File: src/sv/pec_pkg.sv
// Types, character codes and status codes for the postfix expression evaluator.
// No dependencies; imported by pec_div, pec_ctrl, pec_dp and the core (not by pec_ram).
`default_nettype none

package pec_pkg;

    localparam logic [7:0] CH_0     = 8'h30;
    localparam logic [7:0] CH_9     = 8'h39;
    localparam logic [7:0] CH_SPACE = 8'h20;
    localparam logic [7:0] CH_PLUS  = 8'h2B;
    localparam logic [7:0] CH_MINUS = 8'h2D;
    localparam logic [7:0] CH_STAR  = 8'h2A;
    localparam logic [7:0] CH_SLASH = 8'h2F;

    localparam logic [2:0] ST_OK      = 3'd0;
    localparam logic [2:0] ST_DIV0    = 3'd1;
    localparam logic [2:0] ST_BADCHAR = 3'd2;
    localparam logic [2:0] ST_UNDER   = 3'd3;
    localparam logic [2:0] ST_OVER    = 3'd4;

    localparam int DIV_STEPS = 32;

    typedef struct packed {
        logic [7:0] char_code;
        logic       last_char;
    } t_in;

    typedef struct packed {
        logic signed [31:0] value;
        logic [2:0]         status;
    } t_out;

    typedef enum logic [2:0] {
        S_IDLE,
        S_DECODE,
        S_DIVW,
        S_WB,
        S_EMIT
    } t_state;

    typedef struct packed {
        logic       load;
        logic       push;
        logic       set_err;
        logic [2:0] err_code;
        logic       arith;
        logic       div_start;
        logic       wb;
        logic       emit;
    } t_cmd;

    typedef struct packed {
        logic err_latched;
        logic is_digit;
        logic is_space;
        logic is_op;
        logic is_div;
        logic full;
        logic lt_two;
        logic rhs_zero;
        logic div_done;
        logic div_busy;
        logic last;
        logic out_free;
    } t_sts;

endpackage

`default_nettype wire

File: src/sv/pec_ram.sv
// Generic single-write, single-read RAM with registered read data.
// No dependencies.
`default_nettype none

module pec_ram #(
    parameter int WIDTH = 32,
    parameter int DEPTH = 64
) (
    input  wire logic                     i_clk,
    input  wire logic                     i_we,
    input  wire logic [$clog2(DEPTH)-1:0] i_waddr,
    input  wire logic [WIDTH-1:0]         i_wdata,
    input  wire logic [$clog2(DEPTH)-1:0] i_raddr,
    output logic      [WIDTH-1:0]         o_rdata
);

    logic [WIDTH-1:0] r_mem [DEPTH];

    always_ff @(posedge i_clk) begin
        if (i_we) begin
            r_mem[i_waddr] <= i_wdata;
        end
        o_rdata <= r_mem[i_raddr];
    end

endmodule

`default_nettype wire

File: src/sv/pec_div.sv
// Iterative signed 32-bit divider, one quotient bit per cycle, truncating.
// Depends on pec_pkg.
`default_nettype none

module pec_div
    import pec_pkg::*;
(
    input  wire logic        i_clk,
    input  wire logic        i_rst_n,
    input  wire logic        i_start,
    input  wire logic [31:0] i_dividend,
    input  wire logic [31:0] i_divisor,
    output logic             o_busy,
    output logic             o_done,
    output logic [31:0]      o_quotient
);

    localparam int CNT_W = $clog2(DIV_STEPS);
    localparam logic [CNT_W-1:0] CNT_LAST = CNT_W'(DIV_STEPS - 1);

    logic             r_busy;
    logic             r_done;
    logic [CNT_W-1:0] r_cnt;
    logic [31:0]      r_rem;
    logic [31:0]      r_quo;
    logic [31:0]      r_den;
    logic             r_neg;

    logic [32:0] w_shift;
    logic [32:0] w_diff;
    logic [31:0] w_abs_n;
    logic [31:0] w_abs_d;

    assign w_abs_n = i_dividend[31] ? (32'd0 - i_dividend) : i_dividend;
    assign w_abs_d = i_divisor[31]  ? (32'd0 - i_divisor)  : i_divisor;
    assign w_shift = {r_rem, r_quo[31]};
    assign w_diff  = w_shift - {1'b0, r_den};

    always_ff @(posedge i_clk) begin
        if (!i_rst_n) begin
            r_busy <= 1'b0;
            r_done <= 1'b0;
            r_cnt  <= '0;
        end else begin
            r_done <= 1'b0;
            if (i_start) begin
                r_busy <= 1'b1;
                r_cnt  <= '0;
            end else if (r_busy) begin
                r_cnt <= r_cnt + CNT_W'(1);
                if (r_cnt == CNT_LAST) begin
                    r_busy <= 1'b0;
                    r_done <= 1'b1;
                end
            end
        end
    end

    // remainder stays below the divisor magnitude, so 32 bits hold it
    always_ff @(posedge i_clk) begin
        if (i_start) begin
            r_rem <= '0;
            r_quo <= w_abs_n;
            r_den <= w_abs_d;
            r_neg <= i_dividend[31] ^ i_divisor[31];
        end else if (r_busy) begin
            if (!w_diff[32]) begin
                r_rem <= w_diff[31:0];
                r_quo <= {r_quo[30:0], 1'b1};
            end else begin
                r_rem <= w_shift[31:0];
                r_quo <= {r_quo[30:0], 1'b0};
            end
        end
    end

    assign o_busy     = r_busy;
    assign o_done     = r_done;
    assign o_quotient = r_neg ? (32'd0 - r_quo) : r_quo;

endmodule

`default_nettype wire

File: src/sv/pec_ctrl.sv
// Controller state machine: sequences decode, arithmetic, write-back and result.
// Depends on pec_pkg.
`default_nettype none

module pec_ctrl
    import pec_pkg::*;
(
    input  wire logic i_clk,
    input  wire logic i_rst_n,
    input  wire logic i_in_valid,
    input  wire t_sts i_sts,
    output logic      o_in_ready,
    output t_cmd      o_cmd
);

    t_state r_state;
    t_state n_state;

    always_ff @(posedge i_clk) begin
        if (!i_rst_n) begin
            r_state <= S_IDLE;
        end else begin
            r_state <= n_state;
        end
    end

    always_comb begin
        n_state    = r_state;
        o_cmd      = '0;
        o_in_ready = 1'b0;
        case (r_state)
            S_IDLE: begin
                o_in_ready = 1'b1;
                if (i_in_valid) begin
                    o_cmd.load = 1'b1;
                    n_state    = S_DECODE;
                end
            end
            S_DECODE: begin
                n_state = i_sts.last ? S_EMIT : S_IDLE;
                if (i_sts.err_latched || i_sts.is_space) begin
                    // nothing to do
                end else if (i_sts.is_digit) begin
                    if (i_sts.full) begin
                        o_cmd.set_err  = 1'b1;
                        o_cmd.err_code = ST_OVER;
                    end else begin
                        o_cmd.push = 1'b1;
                    end
                end else if (!i_sts.is_op) begin
                    o_cmd.set_err  = 1'b1;
                    o_cmd.err_code = ST_BADCHAR;
                end else if (i_sts.lt_two) begin
                    o_cmd.set_err  = 1'b1;
                    o_cmd.err_code = ST_UNDER;
                end else if (i_sts.is_div && i_sts.rhs_zero) begin
                    o_cmd.set_err  = 1'b1;
                    o_cmd.err_code = ST_DIV0;
                end else if (i_sts.is_div) begin
                    o_cmd.div_start = 1'b1;
                    n_state         = S_DIVW;
                end else begin
                    o_cmd.arith = 1'b1;
                    n_state     = S_WB;
                end
            end
            S_DIVW: begin
                if (i_sts.div_done) begin
                    n_state = S_WB;
                end
            end
            S_WB: begin
                o_cmd.wb = 1'b1;
                n_state  = i_sts.last ? S_EMIT : S_IDLE;
            end
            S_EMIT: begin
                if (i_sts.out_free) begin
                    o_cmd.emit = 1'b1;
                    n_state    = S_IDLE;
                end
            end
            default: begin
                n_state = S_IDLE;
            end
        endcase
    end

endmodule

`default_nettype wire

File: src/sv/pec_dp.sv
// Datapath: character register, operand stack (RAM plus top-of-stack register),
// ALU, divider, error latch and result register. Depends on pec_pkg, pec_ram, pec_div.
`default_nettype none

module pec_dp
    import pec_pkg::*;
#(
    parameter int STACK_DEPTH = 64
) (
    input  wire logic i_clk,
    input  wire logic i_rst_n,
    input  wire t_in  i_in_data,
    input  wire t_cmd i_cmd,
    input  wire logic i_out_ready,
    output t_sts      o_sts,
    output logic      o_out_valid,
    output t_out      o_out_data
);

    localparam int AW = $clog2(STACK_DEPTH);
    localparam int CW = $clog2(STACK_DEPTH + 1);
    localparam logic [CW-1:0] FULL_CNT = CW'(STACK_DEPTH);

    logic [7:0]    r_char;
    logic          r_last;
    logic [CW-1:0] r_count;
    logic [31:0]   r_tos;
    logic [31:0]   r_res;
    logic [2:0]    r_err;
    logic          r_out_valid;
    t_out          r_out_data;

    logic [CW-1:0] w_cnt_m1;
    logic [CW-1:0] w_cnt_m2;
    logic [31:0]   w_lhs;
    logic [31:0]   w_digit;
    logic [31:0]   w_prod;
    logic [31:0]   w_quo;
    logic          w_div_busy;
    logic          w_div_done;
    logic          w_is_div;

    assign w_cnt_m1 = r_count - CW'(1);
    assign w_cnt_m2 = r_count - CW'(2);
    assign w_digit  = {24'd0, r_char - CH_0};
    assign w_prod   = w_lhs * r_tos;
    assign w_is_div = (r_char == CH_SLASH);

    pec_ram #(
        .WIDTH (32),
        .DEPTH (STACK_DEPTH)
    ) u_stack (
        .i_clk   (i_clk),
        .i_we    (i_cmd.push && (r_count != '0)),
        .i_waddr (w_cnt_m1[AW-1:0]),
        .i_wdata (r_tos),
        .i_raddr (w_cnt_m2[AW-1:0]),
        .o_rdata (w_lhs)
    );

    pec_div u_div (
        .i_clk      (i_clk),
        .i_rst_n    (i_rst_n),
        .i_start    (i_cmd.div_start),
        .i_dividend (w_lhs),
        .i_divisor  (r_tos),
        .o_busy     (w_div_busy),
        .o_done     (w_div_done),
        .o_quotient (w_quo)
    );

    always_ff @(posedge i_clk) begin
        if (!i_rst_n) begin
            r_count     <= '0;
            r_err       <= ST_OK;
            r_out_valid <= 1'b0;
        end else begin
            if (i_cmd.push) begin
                r_count <= r_count + CW'(1);
            end else if (i_cmd.wb) begin
                r_count <= w_cnt_m1;
            end else if (i_cmd.emit) begin
                r_count <= '0;
            end
            if (i_cmd.emit) begin
                r_err <= ST_OK;
            end else if (i_cmd.set_err && (r_err == ST_OK)) begin
                r_err <= i_cmd.err_code;
            end
            if (i_cmd.emit) begin
                r_out_valid <= 1'b1;
            end else if (i_out_ready) begin
                r_out_valid <= 1'b0;
            end
        end
    end

    always_ff @(posedge i_clk) begin
        if (i_cmd.load) begin
            r_char <= i_in_data.char_code;
            r_last <= i_in_data.last_char;
        end
        if (i_cmd.push) begin
            r_tos <= w_digit;
        end else if (i_cmd.wb) begin
            r_tos <= w_is_div ? w_quo : r_res;
        end
        if (i_cmd.arith) begin
            case (r_char)
                CH_PLUS:  r_res <= w_lhs + r_tos;
                CH_MINUS: r_res <= w_lhs - r_tos;
                default:  r_res <= w_prod;
            endcase
        end
        if (i_cmd.emit) begin
            if (r_err != ST_OK) begin
                r_out_data.status <= r_err;
                r_out_data.value  <= '0;
            end else if (r_count == '0) begin
                r_out_data.status <= ST_UNDER;
                r_out_data.value  <= '0;
            end else begin
                r_out_data.status <= ST_OK;
                r_out_data.value  <= r_tos;
            end
        end
    end

    always_comb begin
        o_sts             = '0;
        o_sts.err_latched = (r_err != ST_OK);
        o_sts.is_digit    = r_char inside {[CH_0:CH_9]};
        o_sts.is_space    = (r_char == CH_SPACE);
        o_sts.is_op       = r_char inside {CH_PLUS, CH_MINUS, CH_STAR, CH_SLASH};
        o_sts.is_div      = w_is_div;
        o_sts.full        = (r_count >= FULL_CNT);
        o_sts.lt_two      = (r_count < CW'(2));
        o_sts.rhs_zero    = (r_tos == '0);
        o_sts.div_done    = w_div_done;
        o_sts.div_busy    = w_div_busy;
        o_sts.last        = r_last;
        o_sts.out_free    = !r_out_valid || i_out_ready;
    end

    assign o_out_valid = r_out_valid;
    assign o_out_data  = r_out_data;

endmodule

`default_nettype wire

File: src/sv/postfix_expression_evaluator_core.sv
// Postfix expression evaluator: one character per transfer, one result per expression.
// A digit, a space, an invalid character, an operator that only latches an error, or
// any character after an error is loaded and decoded before the next transfer is taken;
// + - * add a write-back; / also waits for the one-bit-per-cycle 32-bit divider (decode,
// 32 steps, done, write-back). The character marked last adds an emit state to load the
// result register, which holds the result until it is taken while the next
// expression's characters are already accepted; a last character that finds the
// register still full waits until it is taken.
// Stack entries sit in a RAM of STACK_DEPTH words behind a top-of-stack register.
// Depends on pec_pkg, pec_ram, pec_div, pec_ctrl, pec_dp.
`default_nettype none

module postfix_expression_evaluator_core
    import pec_pkg::*;
#(
    parameter int STACK_DEPTH = 64
) (
    input  wire logic i_clk,
    input  wire logic i_rst_n,
    input  wire logic i_in_valid,
    output logic      o_in_ready,
    input  wire t_in  i_in_data,
    output logic      o_out_valid,
    input  wire logic i_out_ready,
    output t_out      o_out_data
);

    t_cmd w_cmd;
    t_sts w_sts;

    pec_ctrl u_ctrl (
        .i_clk      (i_clk),
        .i_rst_n    (i_rst_n),
        .i_in_valid (i_in_valid),
        .i_sts      (w_sts),
        .o_in_ready (o_in_ready),
        .o_cmd      (w_cmd)
    );

    pec_dp #(
        .STACK_DEPTH (STACK_DEPTH)
    ) u_dp (
        .i_clk       (i_clk),
        .i_rst_n     (i_rst_n),
        .i_in_data   (i_in_data),
        .i_cmd       (w_cmd),
        .i_out_ready (i_out_ready),
        .o_sts       (w_sts),
        .o_out_valid (o_out_valid),
        .o_out_data  (o_out_data)
    );

`ifndef SYNTHESIS
    a_err_value_zero: assert property (@(posedge i_clk) disable iff (!i_rst_n)
        o_out_valid && (o_out_data.status != ST_OK) |-> o_out_data.value == '0)
        else $error("non-ok result with non-zero value");

    a_no_push_full: assert property (@(posedge i_clk) disable iff (!i_rst_n)
        w_cmd.push |-> !w_sts.full)
        else $error("push on full stack");

    a_ready_div_idle: assert property (@(posedge i_clk) disable iff (!i_rst_n)
        o_in_ready |-> !w_sts.div_busy)
        else $error("transfer accepted while divider busy");
`endif

endmodule

`default_nettype wire
File: config.mk
export PLATFORM = sky130hd
export DESIGN_NAME = postfix_expression_evaluator_core
export DESIGN_NICKNAME = d
export VERILOG_FILES = /design/src/sv/pec_pkg.sv /design/src/sv/pec_ram.sv /design/src/sv/pec_div.sv /design/src/sv/pec_ctrl.sv /design/src/sv/pec_dp.sv /design/src/sv/postfix_expression_evaluator_core.sv
export SDC_FILE = /design/constraint.sdc
export NUM_CORES = 2
export LEC_CHECK = 0
export BUFFER_PORTS_ARGS = -buffer_cell sky130_fd_sc_hd__buf_2
export CORE_ASPECT_RATIO = 1.25
export CORE_MARGIN = 2
export CORE_UTILIZATION = 35
export DETAILED_ROUTE_END_ITERATION = 10
export PLACE_DENSITY_LB_ADDON = 0.1
export SETUP_SLACK_MARGIN = 0.3
export SLEW_MARGIN = 20
export SYNTH_ARGS = -nofsm -noshare
export SYNTH_HDL_FRONTEND = slang
export SYNTH_HIERARCHICAL = 1
export SYNTH_SLANG_ARGS = --single-unit
File: constraint.sdc
create_clock -name i_clk -period 7.6 [get_ports i_clk]
set_input_delay 1.52 -clock i_clk [delete_from_list [all_inputs] [get_ports i_clk]]
set_output_delay 1.52 -clock i_clk [all_outputs]
set_load 0.03 [all_outputs]
## Word level (Yosys, flattened, before mapping)

Memory sizes are Yosys's and may differ from the RTL's. A register that Yosys moved wholly into a read port is not among the register bits.
Index checks and enable logic that the tools add are counted.

| storage, ports and cells | value |
|---|---|
| bits in registers | 226 |
| latch bits | 0 |
| bits in writable memories | 2048 |
| bits in read-only memories | 0 |
| input port bits | 13 |
| output and inout port bits | 37 |
| memories | 1 |

Memory list:

| memory | depth | bits a word | read ports | clocked after Yosys merged registers in | write ports | line | source |
|---|---|---|---|---|---|---|---|
| u_dp.u_stack.r_mem | 64 | 32 | 1 | 1 | 1 | pec_ram.sv:17 | `logic [WIDTH-1:0] r_mem [DEPTH];` |

| cells by class | value |
|---|---|
| add/sub/neg operators | 11 |
| multiply operators | 1 |
| divide/modulo/power cells | 0 |
| $lt $le $gt $ge | 4 |
| equality and inequality tests | 13 |
| shift operators | 0 |
| muxes and demuxes | 56 |
| bitwise gates (word level) | 3 |
| reduce and logical (&&, ||, !) cells | 23 |

Operator list:

| cell | number |
|---|---|
| $mux 32 | 6 |
| $sub 1x32->32 const A | 3 |
| $pmux 32 s2 | 1 |
| $eq 8x6->1 const B | 5 |
| $mux 7 | 5 |
| $sub 33x32->33 | 1 |
| $add 32x32->32 | 1 |
| $logic_not 32->1 | 1 |
| $mul 32x32->32 | 1 |
| $sub 32x32->32 | 1 |
| $mux 31 | 1 |
| $mux 3 | 10 |
| $mux 1 | 20 |
| $mux 4 | 5 |
| $mux 8 | 2 |
| $pmux 3 s5 | 1 |
| $mux 2 | 5 |
| $ge 8x6->1 const B | 1 |
| $le 8x6->1 const B | 1 |
| $sub 8x6->8 const B | 1 |
| $add 7x1->7 const B | 1 |
| $ge 7x7->1 const B | 1 |
| $logic_not 7->1 | 1 |
| $lt 7x2->1 const B | 1 |
| other kinds (22) | 35 |

## Logic depth before layout (Yosys ltp)

| depth | value |
|---|---|
| depth after elaboration | 11 |
| gate-level depth with buffers | 27 |
| depth with buffers taken out | 25 |

## Hierarchy

The synthesis kept the hierarchy.

Modules (own cells, without submodules):

| module | instances | cells an instance | area an instance (sq um) | sequential area each (sq um) |
|---|---|---|---|---|
| pec_ram | 1 | 3324 | 78515.3 | 62139.6 |
| pec_dp | 1 | 2529 | 23088.4 | 3223.1 |
| pec_div | 1 | 868 | 7667.4 | 2732.6 |
| pec_ctrl | 1 | 39 | 291.5 | 60.1 |

## Least setup slack after synthesis

OpenSTA, ideal clock, no wires.

| timing path | value |
|---|---|
| kind | register to register |
| from | register u_dp.r_tos[3] |
| to | register u_dp.r_res[30] (data pin) |
| setup time | 0.269 ns |
| data arrival time | 7.854 ns |
| data required time | 7.331 ns |
| slack | -0.523 ns |
| stages on the path, launching flop included | 24 |
| buffers on the path | 2 |
| cells stage by stage | edfxtp_1 -> clkbuf_2 -> clkbuf_1 -> and2_1 -> fa_1 -> inv_1 -> fa_1 -> fa_1 -> fa_1 -> inv_1 -> fa_1 -> fa_1 -> fa_1 -> fa_1 -> ha_1 -> a2111oi_0 -> nor3b_1 -> a31oi_1 -> o211ai_1 -> a31oi_1 -> a21boi_0 -> mux2i_1 -> o21ai_0 -> o21ai_0 |

| between the ends | value |
|---|---|
| cells in the longest elaborated chain, start to end | 2 |

Ends and longest elaborated chain:

| element | line | source |
|---|---|---|
| start, declared | pec_dp.sv:27 | `logic [31:0] r_tos;` |
| start signal, assigned | pec_dp.sv:104 | `r_tos <= w_digit;` |
| start signal, assigned | pec_dp.sv:106 | `r_tos <= w_is_div ? w_quo : r_res;` |
| $mul 32x32->32, or another cell as far along | pec_dp.sv:46 | `assign w_prod = w_lhs * r_tos;` |
| $pmux 32 s2 (*) | pec_dp.sv:109 | `case (r_char)` |
| end signal, assigned | pec_dp.sv:110 | `CH_PLUS: r_res <= w_lhs + r_tos;` |
| end signal, assigned | pec_dp.sv:111 | `CH_MINUS: r_res <= w_lhs - r_tos;` |
| end signal, assigned | pec_dp.sv:112 | `default: r_res <= w_prod;` |
| end, declared | pec_dp.sv:28 | `logic [31:0] r_res;` |

Mark *: on every way between the ends. The rest lies on a longest branch, timed or not.
A chain may end at the register's enable or synchronous reset.

## Worst setup path in the final report

| timing path | value |
|---|---|
| from | register u_dp.r_tos[4] |
| to | register u_dp.r_res[28] (data pin) |

Same word-level chain as after synthesis.

==> reports/results.md <==
### Final layout
• **leading cell type in the layout, fill and taps excluded** sky130_fd_sc_hd__edfxtp_1
• **signed area change from the synthesized netlist to the final layout** 13.79%
• **most frequent cells in the layout** sky130_fd_sc_hd__edfxtp_1 (2,197), sky130_fd_sc_hd__mux4_2 (544), sky130_fd_sc_hd__inv_1 (455)
• **proportion of layout cells with a drive suffix above 1** 20.06%
• **Layout Cells excl Fill** 11,370
• **layout net count** 7,602

### Yosys
• **synthesized area divided by synthesized cell count** 16.21 um^2
• **number of nets produced by synthesis** 7,383
• **count of warnings emitted by yosys** 6
• **count of mapped cells out of synthesis** 6,759
• **post-synthesis instance area** 109,600 um^2

### STA
• **Achievable Freq** 0.1382 GHz
• **number of hold violations in the final report** 0
• **final-report max-slew violation count** 0
• **Tmin final** 7235 ps
• **worst clock skew** 120.5 ps
• **Slew @ Worst Pin** 1148 ps
• **headroom to the max-slew limit** 23.19%
• **setup tns final** 0 ps
• **ratio of final minimum period to clock period** 95.20%
• **unrepaired setup endpoints after global routing** yes
• **setup-violating endpoint count in the final report** 0

### Hold path
• **cell depth of the worst min-delay path** 2
• **HP Class** reg -> reg
• **hold_sp** u_dp/u_div/r_rem[1]

### Setup path
• **data arrival time at the worst-slack endpoint** 7800 ps
• **Most common cell on crit path** sky130_fd_sc_hd__fa_1
• **Setup crit start kind** flop
• **highest-delay cell along the critical path** sky130_fd_sc_hd__fa_1
• **Req. time, crit path** 8170 ps
• **worst setup path startpoint** u_dp/r_tos[4]
• **launching point of the worst reg2reg path** u_dp/r_tos[4]
• **cells along the critical path** buf_6, and2_4, fa_1, inv_1, fa_1, fa_1, fa_1, inv_2, fa_1, fa_1, fa_1, fa_1, ha_4, a2111oi_4, nand4_1, o211ai_1, a31oi_2, buf_4, a311o_1, nand3_1, o21ai_1
• **start-to-end type of the worst setup path** reg -> reg
• **element type at the critical path end** flop
• **Max FO, Critical Path** 5
• **CP peak stage delay** 550 ps
• **depth of the worst register-to-register path** 21

### Detailed routing
• **remaining antenna violation count after routing** 0
• **number of vias per cell after detailed routing** 5.361
• **post-detailed-route wirelength per cell** 30.66 um
• **1st-pass router iterations** 5
• **Vias** 60,970
• **post-detailed-routing wire length** 348.7 mm
• **DRC** 0
• **First DRT Iteration DRCs** 5,262

### GRT
• **antenna violations before repair** 23
• **via count of the first global-routing pass** 63,920
• **total routing usage reported by global routing** 21.79%
• **Overflow after GRT** 0
• **maximum number of pins on one net before global-route repair** 94
• **global-route wire length before repair** 493.3 mm

### Clock tree
• **number of clock sinks** 2,306
• **H-Tree Level Count** 4
• **Clk Latency, worst-skew pair** 950 ps
• **number of buffers inserted during clock tree synthesis** 246
• **number of buffers on the longest clock path** 4
• **hold buffers post-CTS** 0
• **cell at the root of the clock tree** sky130_fd_sc_hd__clkbuf_16
• **clock transition at the registers of the reported paths** 60 ps
• **CTS tree** yes

### Placement
• **dpl cells** 10,880
• **Post-DP HPWL** 223.3 mm
• **gpl congestion** 0.8326
• **Port Buffer Count** 49

### Pwr
• **power per unit of standard cell area** 244.5 nW/um^2
• **leakage component of the power** 0.04313 uW
• **worst vdd rail ir drop** 267.9 uV

### Floorplanning
• **die area** 317,500 um^2
• **num ports** 50
• **Horiz. Die Dim** 504.4 um
• **Site Rows** 229
• **Core ar.** 311,500 um^2
• **starting density of the core** 35.18%
• **Die Span Y** 629.5 um

### Flow run
• **max-cap violations** 0

### Outcome
• **run status** finished clean

[state kept, by name, indices dropped and copies added, names as in the netlist]
name and cells:
u_dp/r_err 3, u_ctrl/r_state 3, u_dp/u_div/r_quo 32, u_dp/r_last 1, u_dp/u_stack/o_rdata 32, u_dp/u_div/r_rem 32, u_dp/r_tos 32, u_dp/u_div/r_den 32
u_dp/u_div/r_cnt 5, u_dp/r_res 32, u_dp/u_stack/r_mem 2048, u_dp/r_char 8, u_dp/u_div/o_done 1, u_dp/o_out_valid 1, u_dp/u_div/r_neg 1, u_dp/r_count 7
u_dp/u_div/o_busy 1, u_dp/o_out_data 35
[metal layers]
layer | GRT usage, % | routed length, um | vias up
met5 | 0 | 13 | -
met2 | 38.48 | 178600 | 1644
met3 | 2.227 | 14680 | 466
li1 | - | - | 25960
met1 | 28.13 | 143300 | 32900
met4 | 6.860 | 12110 | 2
[report_power, final]
| part | switching [uW] | internal, uW |
|---|---|---|
| sequential | 90.7 | 14000 |
| clock | 5120 | 6880 |
| combinational | 2430 | 1910 |
| total | 7640 | 22800 |
[worst paths after layout]
path	endpoint	slack [ps]
min reg2reg	u_dp/u_div/r_rem[1]	490
max reg2reg	u_dp/r_res[28]	370
min	u_dp/u_div/r_rem[1]	490
max	u_dp/r_res[28]	370
[critical path, delay by kind of cell, from the launching register on]
family / cells / cell delay (ps)
fa+ha+maj: 9 / 4190
compound gates: 5 / 1310
simple gates: 3 / 410
buf+inv: 4 / 490
flops: 1 / 540
[timing repair]
item,CTS,global route
endpoints found under the setup margin,7,6
pin swaps,0,17
endpoints found under the hold margin,0,0
resized for setup,1,20
setup buffers,3,3
[per-stage QoR]
| stage | total power [uW] | setup WS [ps] | hold slack (ps) | cell area, um^2 | utilization, % |
|---|---|---|---|---|---|
| after CTS | 30750 | 344.0 | 498.6 | 124500 | 39.97 |
| after global placement | 18680 | 136.3 | 477.3 | 116500 | 37.41 |
| after floorplan | 17470 | 30.23 | 452.3 | 109800 | - |
| final | 30470 | 365.1 | 493.5 | 124700 | 40.02 |
| after detailed placement | 18680 | 73.91 | 489.8 | 116500 | 37.42 |
| after global routing | 31770 | 97.80 | 516.2 | 124600 | 40.01 |
[cell type report]
class                      instances  area, um^2
clock buffer                     298        6474
multi-input combinational       3622       38790
clock inverter                   150        1429
timing repair buffer             343        2679
sequential                      2306       68260
tap                             4158        5202
inverter                         459        1738
antenna                           36       90.09
fill                           28680      186800
(Power assumes the default switching activity.)
